===== src/rtl/switch_selected_led_pattern_sequencer_top_macros.svh =====
// ----------------------------------------------------------------------------
// Assertion macros for the LED pattern sequencer
// Shared immediate-to-next and same-cycle implication checks on clk and rst.
// ----------------------------------------------------------------------------
`ifndef SWITCH_SELECTED_LED_PATTERN_SEQUENCER_TOP_MACROS_SVH
`define SWITCH_SELECTED_LED_PATTERN_SEQUENCER_TOP_MACROS_SVH

// Same-cycle implication, disabled while reset is high.
`define SSLPS_ASSERT_SAME(label, ante, cons, msg) \
  label: assert property (@(posedge clk) disable iff (rst) (ante) |-> (cons)) \
    else $error(msg);

// Next-cycle implication, disabled while reset is high.
`define SSLPS_ASSERT_NEXT(label, ante, cons, msg) \
  label: assert property (@(posedge clk) disable iff (rst) (ante) |=> (cons)) \
    else $error(msg);

`endif


===== src/rtl/sslps_pkg.sv =====
// ----------------------------------------------------------------------------
// sslps_pkg
// Mode codes, switch decode and the pattern tables of the LED sequencer.
// ----------------------------------------------------------------------------
`timescale 1ns / 1ps
`default_nettype none

package sslps_pkg;

  typedef enum logic [2:0] {
    MODE_ALL_ON,
    MODE_COUNT,
    MODE_LEFT,
    MODE_RIGHT,
    MODE_PHASE
  } mode_t;

  localparam logic [15:0] ALL_ON = 16'hFFFF;

  localparam logic [7:0] MASK_COUNT = 8'hFE;
  localparam logic [7:0] CODE_ALL_ON = 8'h00;
  localparam logic [7:0] CODE_COUNT = 8'h02;
  localparam logic [7:0] MASK_LEFT = 8'hFA;
  localparam logic [7:0] CODE_LEFT = 8'h0A;
  localparam logic [7:0] MASK_RIGHT = 8'hE8;
  localparam logic [7:0] CODE_RIGHT = 8'h28;
  localparam logic [7:0] MASK_PHASE = 8'hA0;

  localparam logic [15:0] LEFT_TABLE [8] = '{
    16'h1234, 16'h2345, 16'h3456, 16'h4567,
    16'h5678, 16'h6781, 16'h7812, 16'h8123
  };

  localparam logic [15:0] RIGHT_TABLE [8] = '{
    16'h8765, 16'h1876, 16'h2187, 16'h3218,
    16'h4321, 16'h5432, 16'h6543, 16'h7654
  };

  localparam logic [15:0] PHASE_TABLE [4] = '{
    16'h1234, 16'hFFFF, 16'h5678, 16'hFFFF
  };

  // Priority decode of the switch bank; anything unmatched shows all on.
  function automatic mode_t decode_mode(input logic [7:0] sw);
    mode_t m;
    if ((sw & MASK_COUNT) == CODE_ALL_ON) begin
      m = MODE_ALL_ON;
    end else if ((sw & MASK_COUNT) == CODE_COUNT) begin
      m = MODE_COUNT;
    end else if ((sw & MASK_LEFT) == CODE_LEFT) begin
      m = MODE_LEFT;
    end else if ((sw & MASK_RIGHT) == CODE_RIGHT) begin
      m = MODE_RIGHT;
    end else if ((sw & MASK_PHASE) == MASK_PHASE) begin
      m = MODE_PHASE;
    end else begin
      m = MODE_ALL_ON;
    end
    return m;
  endfunction

endpackage

`default_nettype wire


===== src/rtl/switch_selected_led_pattern_sequencer_top.sv =====
// ----------------------------------------------------------------------------
// switch_selected_led_pattern_sequencer_top
// Picks an LED pattern mode from the switch bank for each accepted item.
// ----------------------------------------------------------------------------
//  Channel  Handshake            Payload
//  input    in_valid / in_stall  switches[7:0]
//  output   out_valid / out_stall led_word[15:0], long_hold
//
//  One item is accepted per clock cycle while the output is not stalled; its
//  result passes through the input register and then the result register.
//  Reset (rst, synchronous) empties both registers and loads the countdown
//  with 1:59 and every rotation and phase index with zero.
//  A stall on the output holds the result register; the input register then
//  fills, and in_stall rises only while both are occupied and the result is
//  still stalled.
// ----------------------------------------------------------------------------
`timescale 1ns / 1ps
`default_nettype none

`include "switch_selected_led_pattern_sequencer_top_macros.svh"

module switch_selected_led_pattern_sequencer_top (
  input  wire logic        clk,
  input  wire logic        rst,
  input  wire logic        in_valid,
  output logic             in_stall,
  input  wire logic [7:0]  switches,
  output logic             out_valid,
  input  wire logic        out_stall,
  output logic [15:0]      led_word,
  output logic             long_hold
);

  // Input register: holds one item until the result register can take it.
  logic       s1_valid;
  logic [7:0] s1_sw;

  // Mode state. Only the mode chosen by an item advances.
  logic       count_minutes;
  logic [2:0] count_tens;
  logic [3:0] count_units;
  logic [2:0] left_idx;
  logic [2:0] right_idx;
  logic [1:0] phase_idx;

  logic       count_minutes_next;
  logic [2:0] count_tens_next;
  logic [3:0] count_units_next;

  logic [15:0] word_next;
  logic        long_hold_next;
  logic        out_free;
  logic        adv;
  sslps_pkg::mode_t mode;

  // The result register can take a new item when empty or being emptied.
  assign out_free = !out_valid || !out_stall;
  assign adv      = s1_valid && out_free;
  assign in_stall = s1_valid && !out_free;
  assign mode     = sslps_pkg::decode_mode(s1_sw);

  // BCD countdown with borrows; from 0:00 it wraps back to 1:59.
  always_comb begin
    count_minutes_next = count_minutes;
    count_tens_next    = count_tens;
    count_units_next   = count_units - 4'd1;
    if (count_units == 4'd0) begin
      count_units_next = 4'd9;
      count_tens_next  = count_tens - 3'd1;
      if (count_tens == 3'd0) begin
        count_tens_next    = 3'd5;
        count_minutes_next = !count_minutes;
      end
    end
  end

  // The word shown is the state as it stands, before it advances.
  always_comb begin
    long_hold_next = 1'b1;
    word_next      = sslps_pkg::ALL_ON;
    unique case (mode)
      sslps_pkg::MODE_ALL_ON: word_next = sslps_pkg::ALL_ON;
      sslps_pkg::MODE_COUNT: begin
        word_next      = {7'd0, count_minutes, 1'b0, count_tens, count_units};
        long_hold_next = 1'b0;
      end
      sslps_pkg::MODE_LEFT:  word_next = sslps_pkg::LEFT_TABLE[left_idx];
      sslps_pkg::MODE_RIGHT: word_next = sslps_pkg::RIGHT_TABLE[right_idx];
      sslps_pkg::MODE_PHASE: word_next = sslps_pkg::PHASE_TABLE[phase_idx];
      default:               word_next = sslps_pkg::ALL_ON;
    endcase
  end

  always_ff @(posedge clk) begin
    if (rst) begin
      s1_valid      <= 1'b0;
      out_valid     <= 1'b0;
      count_minutes <= 1'b1;
      count_tens    <= 3'd5;
      count_units   <= 4'd9;
      left_idx      <= 3'd0;
      right_idx     <= 3'd0;
      phase_idx     <= 2'd0;
    end else begin
      if (!in_stall) begin
        s1_valid <= in_valid;
      end
      if (out_free) begin
        out_valid <= s1_valid;
      end
      if (adv) begin
        case (mode)
          sslps_pkg::MODE_COUNT: begin
            count_minutes <= count_minutes_next;
            count_tens    <= count_tens_next;
            count_units   <= count_units_next;
          end
          sslps_pkg::MODE_LEFT:  left_idx  <= left_idx + 3'd1;
          sslps_pkg::MODE_RIGHT: right_idx <= right_idx + 3'd1;
          sslps_pkg::MODE_PHASE: phase_idx <= phase_idx + 2'd1;
          default: ;
        endcase
      end
    end
  end

  // Payload registers carry no reset.
  always_ff @(posedge clk) begin
    if (!in_stall) begin
      s1_sw <= switches;
    end
    if (adv) begin
      led_word  <= word_next;
      long_hold <= long_hold_next;
    end
  end

  `SSLPS_ASSERT_SAME(a_digits_range, 1'b1, (count_tens <= 3'd5) && (count_units <= 4'd9), "countdown digit out of range")
  `SSLPS_ASSERT_NEXT(a_count_short, adv && (mode == sslps_pkg::MODE_COUNT), out_valid && !long_hold, "countdown item without short hold")
  `SSLPS_ASSERT_NEXT(a_left_hold, !(adv && (mode == sslps_pkg::MODE_LEFT)), $stable(left_idx), "left index moved without a left item")
  `SSLPS_ASSERT_SAME(a_stall_full, in_stall, s1_valid && out_valid, "input stalled with a free slot")

endmodule

`default_nettype wire


===== config.mk =====
export PLATFORM = sky130hd
export DESIGN_NAME = switch_selected_led_pattern_sequencer_top
export DESIGN_NICKNAME = d
export VERILOG_FILES = /design/src/rtl/sslps_pkg.sv /design/src/rtl/switch_selected_led_pattern_sequencer_top.sv
export VERILOG_INCLUDE_DIRS = /design/src /design/src/rtl
export SDC_FILE = /design/constraint.sdc
export NUM_CORES = 1
export LEC_CHECK = 0
export BUFFER_PORTS_ARGS = -buffer_cell sky130_fd_sc_hd__buf_4
export CAP_MARGIN = 20
export CORE_ASPECT_RATIO = 1.25
export CORE_MARGIN = 4
export CORE_UTILIZATION = 34
export DETAILED_ROUTE_END_ITERATION = 12
export HOLD_SLACK_MARGIN = 0.08
export PLACE_DENSITY_LB_ADDON = 0.05
export SLEW_MARGIN = 5
export SYNTH_ARGS = -nofsm -noshare
export SYNTH_HDL_FRONTEND = slang
export SYNTH_SLANG_ARGS = --single-unit

===== constraint.sdc =====
create_clock -name clk -period 2.75 [get_ports clk]
set_clock_uncertainty 0.1 [all_clocks]
set_input_delay 0.6875 -clock clk [delete_from_list [all_inputs] [get_ports clk]]
set_output_delay 0.6875 -clock clk [all_outputs]
set_load 0.01 [all_outputs]

==> flow_summary.ini, run 1 <==
[clock_tree]
cts_resized = 0
cts_hold_buf = 0
numClockSinks = 42
cts_buffer_depth = 2
cts_tree = built
path_clk_slew_ps = 80
htree_levels = 2
clk_latency_ps = 290
cts_setup_buffers = 0
numCtsBuffers = 5
root_buffer = clkbuf_8

[final_layout]
diodes = 0
area_delta_synth_final_pct = 19.8
fin_nets = 265
final_layout_size_suffix_gt1_frac = 0.180
fill_cells = 597

[global_route]
antenna_found_initial = 0
grt_pass1_wl_um = 7480
grt_util_all_layers = 0.130
grt_max_degree = 19
grt_overflow = 0
grt_pass1_vias = 1549

[synthesis]
synth_xor_area_frac = 0.0166
synthTopCellsByArea = edfxtp_1 34%, dfxtp_1 17%, ha_1 12%
yosysTopAreaCellShare = 0.342
synthCells = 196
synthFlopType = edfxtp_1
synth_seq_cells = 42
synth_area_um2 = 2110
ys_seq_area_frac = 0.513
yosys.area_share.simple = 0.156
synth_top_family_by_area = simple AND/OR/NAND/NOR gates
synth_area_leader_cell = edfxtp_1
async_flop_share = 0
avgSynthCellArea_um2 = 10.7
muxShareOfSynthArea = 0.0143
synth_fa_ha_area_frac = 0.125
synth_nets = 229
synth_edf_count = 24
synth.distinct_cells = 40
yosysWarnings = 0
synth_compound_area_frac = 0.137

[die]
start_util = 0.357
die-area_um2 = 7520
die_w_um = 78.4
core_um2 = 5900
pin_count = 31
die_y_um = 96.0
rows = 31

[critical_path]
ff2ff_path_depth = 4
crit_path_start_kind = flip-flop
crit_path_frequent_cell = or4_4
endpoint = count_units[2]
regToRegSetupSlack_ps = 390
r2r_end = count_units[2]
crit_cells = 4
crit_arrival_ps = 2480
critPathMaxFanout = 10
cp_cell_sequence = or4_4 > or4_4 > or4b_1 > a21oi_1
crit_path_max_incr_delay_ps = 560
worstPathRequired_ps = 2880
crit_type = reg2reg
slowest_stage = or4_4
r2r-start = s1_sw[3]
crit_family = simple AND/OR/NAND/NOR gates
end_kind = flip-flop
cp-startpoint = s1_sw[3]
crit_buf_inv = 0

[route]
wl_met1_um = 1990
dr.first_iter.drc_count = 109
vias = 1587
wl_met2_um = 2310
wirelength_um = 4560
firstDrtPassIters = 4
top_layer = met4
ant_nets = 0
wl_per_cell_um = 14.5
drc = 0
routed-wl-met3_um = 172
viasPerCell = 5.04

[timing]
tightest_slew_ps = 597
hold_violations = 0
finalSetupTns_ps = 0
period_share = 0.857
setup_viol = 0
clock.fmax_ghz = 0.424
rsz0062_at_grt = false
finalCriticalPeriod_ps = 2360
maxSlewViolCount = 0
max-slew-margin-rel = 0.598

[worst_hold_path]
hold_class = reg2reg

[place]
place.port_buffers = 29
place_congestion = 0.839
dp_hpwl_um = 3440

[flow_run]
max_cap_violations = 0

[power]
p_leak_nw = 0.968
ir_drop_v = 0.000208
powerDensity_nw_per_um2 = 473
total_power_mw = 1.19

[outcome]
status = finished clean
-- power breakdown --
group          switching (mW)  total [mW]  internal (mW)
Combinational          0.0505      0.0914         0.0408
Clock                   0.202       0.407          0.205
Sequential            0.00861       0.695          0.687
Total                   0.262        1.19          0.932
-- through the flow --
stage	setup WS (ps)	hold WS, ps	std cells	cell area (µm²)	util
3_5_place_dp	383	383	307	2430	0.413
6_report	394	391	315	2520	0.428
4_1_cts	385	390	315	2520	0.428
5_1_grt	309	432	315	2520	0.428
3_3_place_gp	416	365	307	2430	0.413
2_1_floorplan	440	349	196	2110	-
-- layout by cell type (no fill, tap or decap), types with 2 or more instances in the layout --
| cell type | n |
|---|---|
| a21oi_1 | 9 |
| a222oi_1 | 2 |
| a22oi_1 | 6 |
| a32oi_1 | 2 |
| and2_1 | 2 |
| buf_4 | 33 |
| clkbuf_1 | 2 |
| clkbuf_8 | 6 |
| dfxtp_1 | 18 |
| edfxtp_1 | 24 |
| ha_1 | 21 |
| inv_1 | 14 |
| mux2i_1 | 3 |
| nand2_1 | 24 |
| nand3_1 | 11 |
| nand4_1 | 2 |
| nor2_1 | 11 |
| nor3_1 | 2 |
| nor3b_1 | 2 |
| o211ai_1 | 4 |
| o21ai_0 | 8 |
| o31ai_1 | 3 |
| or3_1 | 2 |
| or4_4 | 2 |
| xnor2_1 | 4 |
-- cell families after synthesis --
| family | Yosys count |
|---|---|
| AND/OR/NAND/NOR | 65 |
| AO/OA/AOI/OAI | 42 |
| flip-flops | 42 |
| adder cells (fa/ha/maj) | 21 |
| buffers and inverters | 19 |
| XOR/XNOR | 4 |
| multiplexers | 3 |
-- cells in the mapped netlist (2+ instances only) --
cell,instances
clkbuf_1,3
mux2i_1,3
o31ai_1,3
or4_4,2
a222oi_1,2
nor3_1,2
o211ai_1,4
nand3_1,11
nor2_1,11
nand2_1,24
a32oi_1,2
nor3b_1,2
o21ai_0,8
inv_1,14
ha_1,21
or3_1,2
and2_1,2
edfxtp_1,24
nand4_1,2
a22oi_1,6
a21oi_1,9
dfxtp_1,18
xnor2_1,4
-- worst register-to-register path, cell delays in order, from the launching register on --
cell and delay, ps:
edfxtp_1 400, or4_4 550, or4_4 560, or4b_1 530, a21oi_1 150
-- layout make-up --
cell class              instances  area (µm²)  area share
well taps                      82         103      0.0407
clock buffers                   8        90.1      0.0357
multi-input cells             135         946       0.375
flip-flops and latches         42        1080       0.428
inverters                      15        56.3      0.0223
repair buffers                 33         248      0.0982
-- worst min path at each step --
stage                     to  slack [ps]          start  cells after the start
3_3_place_gp       out_valid         370       s1_valid                      2
2_1_floorplan      out_valid         350       s1_valid                      2
4_1_cts            out_valid         390       s1_valid                      2
3_5_place_dp       out_valid         380       s1_valid                      2
5_1_grt        count_tens[1]         430  count_tens[1]                      2
6_report           out_valid         390       s1_valid                      2
-- metal layers --
layer | global-route usage | vias to the layer above
li1 | - | 790
met1 | 0.150 | 761
met2 | 0.234 | 30
met3 | 0.0290 | 6
met4 | 0.0525 | 0
met5 | 0 | -
-- state kept, by name, indices dropped and copies added, names as in the netlist, 2 cells and up --
signal	cells
phase_idx	2
count_units	4
left_idx	3
right_idx	3
count_tens	3
s1_sw	7
led_word	16
Note: power is estimated with default switching activity, not from simulation.
==> inputs of run 2 (changes only) <==
Settings changed: CTS_CLUSTER_DIAMETER set to 100, RECOVER_POWER set to 50.
==> flow_summary.ini, run 2 (synthesis results as in run 1) <==
[outcome]
status = finished clean

[place]
place_congestion = 0.839
dp_hpwl_um = 3440
dp_cells = 307
place.port_buffers = 29
place_ws_ps = 383

[timing]
finalSetupTns_ps = 0
rsz0062_at_grt = false
fin_ws_ps = 342
finalCriticalPeriod_ps = 2410
tightest_slew_ps = 597
period_share = 0.876
worst_hold_slack_ps = 393
clock.fmax_ghz = 0.415
hold_violations = 0
max-slew-margin-rel = 0.598
setup_viol = 0
maxSlewViolCount = 0

[clock_tree]
cts_resized = 0
cts_setup_buffers = 0
root_buffer = clkbuf_8
path_clk_slew_ps = 80
cts_hold_buf = 0
clk_latency_ps = 290
cts_tree = built
cts_buffer_depth = 2
htree_levels = 2
numCtsBuffers = 5
numClockSinks = 42

[global_route]
antenna_found_initial = 0
grt_util_all_layers = 0.130
grt_overflow = 0
grt_pass1_vias = 1549
grt_pass1_wl_um = 7480
grt_max_degree = 19

[route]
ant_nets = 0
wl_met1_um = 1990
dr.first_iter.drc_count = 101
firstDrtPassIters = 5
wl_met2_um = 2310
vias = 1586
wl_per_cell_um = 14.5
drc = 0
top_layer = met4
wirelength_um = 4580
routed-wl-met3_um = 200
viasPerCell = 5.03

[power]
switchingPower_uw = 259
swShare = 0.219
seqPwrFrac = 0.588
pwr-share-clk = 0.343
pwr-share-comb = 0.069
ir_drop_v = 0.000206
internal-power_uw = 923
powerDensity_nw_per_um2 = 483
total_power_mw = 1.18
p_leak_nw = 0.899

[critical_path]
crit_arrival_ps = 2530
slowest_stage = or4_1
r2r-start = s1_sw[3]
crit_family = simple AND/OR/NAND/NOR gates
crit_type = reg2reg
worstPathRequired_ps = 2870
r2r_end = count_units[2]
end_kind = flip-flop
crit_path_start_kind = flip-flop
regToRegSetupSlack_ps = 340
critPathMaxFanout = 10
crit_path_max_incr_delay_ps = 600
ff2ff_path_depth = 4
cp_cell_sequence = or4_1 > or4_4 > or4b_1 > a21oi_1
crit_buf_inv = 0

[final_layout]
fill_cells = 614
final_layout_size_suffix_gt1_frac = 0.0944
area_delta_synth_final_pct = 16.3
diodes = 0
largest_reg_flops = 16
layout_common_cells = 24 x nand2_1, 24 x edfxtp_1, 21 x ha_1, 21 x clkbuf_1, 18 x dfxtp_1
top_register = led_word
reg.largest.list = led_word (16), s1_sw (7), count_units (4)
fin_nets = 265
final_cells = 315

[flow_run]
max_cap_violations = 0

[die]
pin_count = 31
start_util = 0.357
rows = 31
core_um2 = 5900
die_y_um = 96.0
die_w_um = 78.4
die-area_um2 = 7520

[worst_hold_path]
hold_class = reg2reg
hold_depth = 2
min_to = out_valid
hold_start = s1_valid
## run 2: cell count changes in the layout (fill, tap and decap cells not counted), sizes merged
cell,before,now
buf,33,7
clkbuf,8,34
## run 2: worst min-delay path, delay by kind of cell, from the launching register on
family / cells / cell delay (ps)
DFF: 1 / 350
and+or+nand+nor: 1 / 70
AOI/OAI and AO/OA: 1 / 50
## run 2: how the worst max path moves through the flow
stage                     startpoint  slack, ps  cells after the start              to
after floorplan             s1_sw[3]        440                      5    led_word[15]
after global placement     out_stall        420                      5  count_units[2]
after detailed placement   out_stall        380                      5  count_units[2]
after CTS                   s1_sw[3]        390                      4  count_units[2]
after global routing        s1_sw[3]        250                      4  count_units[2]
final                       s1_sw[3]        340                      4  count_units[2]
## run 2: layout make-up
type	instances	area (µm²)	share of cell area
sequential	42	1080	0.441
multi-input combinational	135	942	0.385
timing repair buffer	33	176	0.0720
tap	82	103	0.0419
clock buffer	8	90.1	0.0368
inverter	15	56.3	0.0230
## run 2: per-stage QoR
step	utilization	instance area (µm²)
after detailed placement	0.413	2430
final	0.415	2450
after global placement	0.413	2430
after global routing	0.415	2450
after floorplan	-	2110
after CTS	0.428	2520
## run 2: power groups by stage
stage | combinational [mW] | sequential, mW | clock (mW)
2_1_floorplan | 0.0412 | 0.714 | 0
3_3_place_gp | 0.0917 | 0.709 | 0
3_5_place_dp | 0.0927 | 0.710 | 0
4_1_cts | 0.0929 | 0.695 | 0.423
5_1_grt | 0.0930 | 0.698 | 0.446
6_report | 0.0818 | 0.695 | 0.406
## run 2: layer usage
layer  track usage  up-vias
li1              -      788
met1         0.150      761
met2         0.234       31
met3        0.0290        6
met4        0.0525        0
met5             0        -
==> inputs of run 3 (changes only) <==
Settings changed: BUFFER_PORTS_ARGS -buffer_cell sky130_fd_sc_hd__buf_4 to not set, DONT_BUFFER_PORTS set to 1, GPL_TIMING_DRIVEN set to 0.
==> flow_summary.ini, run 3 (synthesis results as in run 1) <==
[worst_hold_path]
hold_class = in2reg
hold_start = rst

[final_layout]
final_layout_size_suffix_gt1_frac = 0.0588
multiInputGateArea_um2 = 956
largest_reg_flops = 16
diodes = 0
area_delta_synth_final_pct = 9.27
reg.largest.list = led_word (16), s1_sw (7), count_units (4)
fin_nets = 236
fin_util = 0.390
layout_common_cells = 24 x nand2_1, 24 x edfxtp_1, 21 x ha_1
top_register = led_word
fill_cells = 629
register_area_um2 = 1080

[critical_path]
crit_buf_inv = 1
cp_cell_sequence = or4_4 > nor2_2 > inv_1 > a41oi_2 > o311ai_0
end_kind = flip-flop
crit_type = reg2reg
slowest_stage = or4_4
critPathMaxFanout = 9
crit_path_start_kind = flip-flop
crit_path_max_incr_delay_ps = 570
r2r-start = s1_sw[3]
worstPathRequired_ps = 2660
crit_family = simple AND/OR/NAND/NOR gates
crit_arrival_ps = 2370
cp-startpoint = s1_sw[3]

[die]
die_y_um = 96.0
rows = 31
core_um2 = 5900
start_util = 0.357
die-area_um2 = 7520
die_w_um = 78.4
pin_count = 31

[power]
total_power_mw = 1.14
ir_drop_v = 0.000223
powerDensity_nw_per_um2 = 494
p_leak_nw = 0.821

[flow_run]
max_cap_violations = 0

[global_route]
antenna_found_initial = 0
grt_pass1_wl_um = 7800
grt_util_all_layers = 0.134
grt_max_degree = 25
grt_overflow = 0
grt_pass1_vias = 1570

[timing]
setup_viol = 0
max-slew-margin-rel = 0.252
finalSetupTns_ps = 0
period_share = 0.896
finalCriticalPeriod_ps = 2460
rsz0062_at_grt = false
clock.fmax_ghz = 0.406
hold_violations = 0
maxSlewViolCount = 0
tightest_slew_ps = 1110

[route]
wirelength_um = 4660
firstDrtPassIters = 4
viasPerCell = 5.26
ant_nets = 0
vias = 1505
wl_per_cell_um = 16.3
dr.first_iter.drc_count = 87
drc = 0

[clock_tree]
cts_buffer_depth = 2
path_clk_slew_ps = 80
numClockSinks = 42
htree_levels = 2
root_buffer = clkbuf_8
numCtsBuffers = 5
cts_tree = built
clk_latency_ps = 290

[place]
place.port_buffers = 0
place_congestion = 0.800
dp_hpwl_um = 3490

[outcome]
status = finished clean
run 3: changes by cell type in the layout (fill, tap and decap cells not counted), moves of 2 or more:
cell,previous run,this run
clkbuf_4,7,0
clkinv_2,0,2
clkbuf_1,21,4
buf_4,7,0
run 3: metal layers:
layer  GRT usage  vias up  routed length, µm
li1            -      735                  -
met1       0.156      722               2010
met2       0.244       41               2380
met3      0.0243        7                168
met4      0.0539        0                 98
met5           0        -                  0
run 3: layout make-up:
type,instances,area share
sequential,42,0.470
multi-input combinational,135,0.415
tap,82,0.0446
clock buffer,6,0.0315
inverter,15,0.0245
buffer,4,0.00979
clock inverter,2,0.00435
run 3: final timing paths:
kind                   endpoint  slack [ps]  cells after the start
setup / recovery   led_word[15]         290                      5
hold / removal     right_idx[1]         350                      1
setup reg to reg   led_word[15]         290                      5
hold reg to reg   count_tens[1]         410                      2
run 3: worst reg2reg max path: stages, from the launching register on:
cell	delay, ps
edfxtp_1	410
or4_4	570
nor2_2	350
inv_1	170
a41oi_2	390
o311ai_0	210
run 3: metrics by stage:
step	instances	hold WS [ps]	setup slack [ps]	cell area, µm²
after floorplan	196	349	440	2110
after global placement	278	364	-242	2210
final	286	352	285	2300
after global routing	286	339	46.5	2300
after CTS	286	341	24.0	2300
after detailed placement	278	381	-226	2210
run 3: timing repair:
action | CTS | global route
hold buffers | 0 | 0
resized for setup | 1 | 1
pin swaps | 0 | 0
buffers inserted | 0 | 0
cloned | 0 | 0
endpoints found under the setup margin | 7 | 7
run 3: power breakdown:
group	switching [mW]	internal [mW]	total, mW
Sequential	0.0153	0.688	0.703
Clock	0.202	0.176	0.378
Combinational	0.0388	0.0178	0.0566
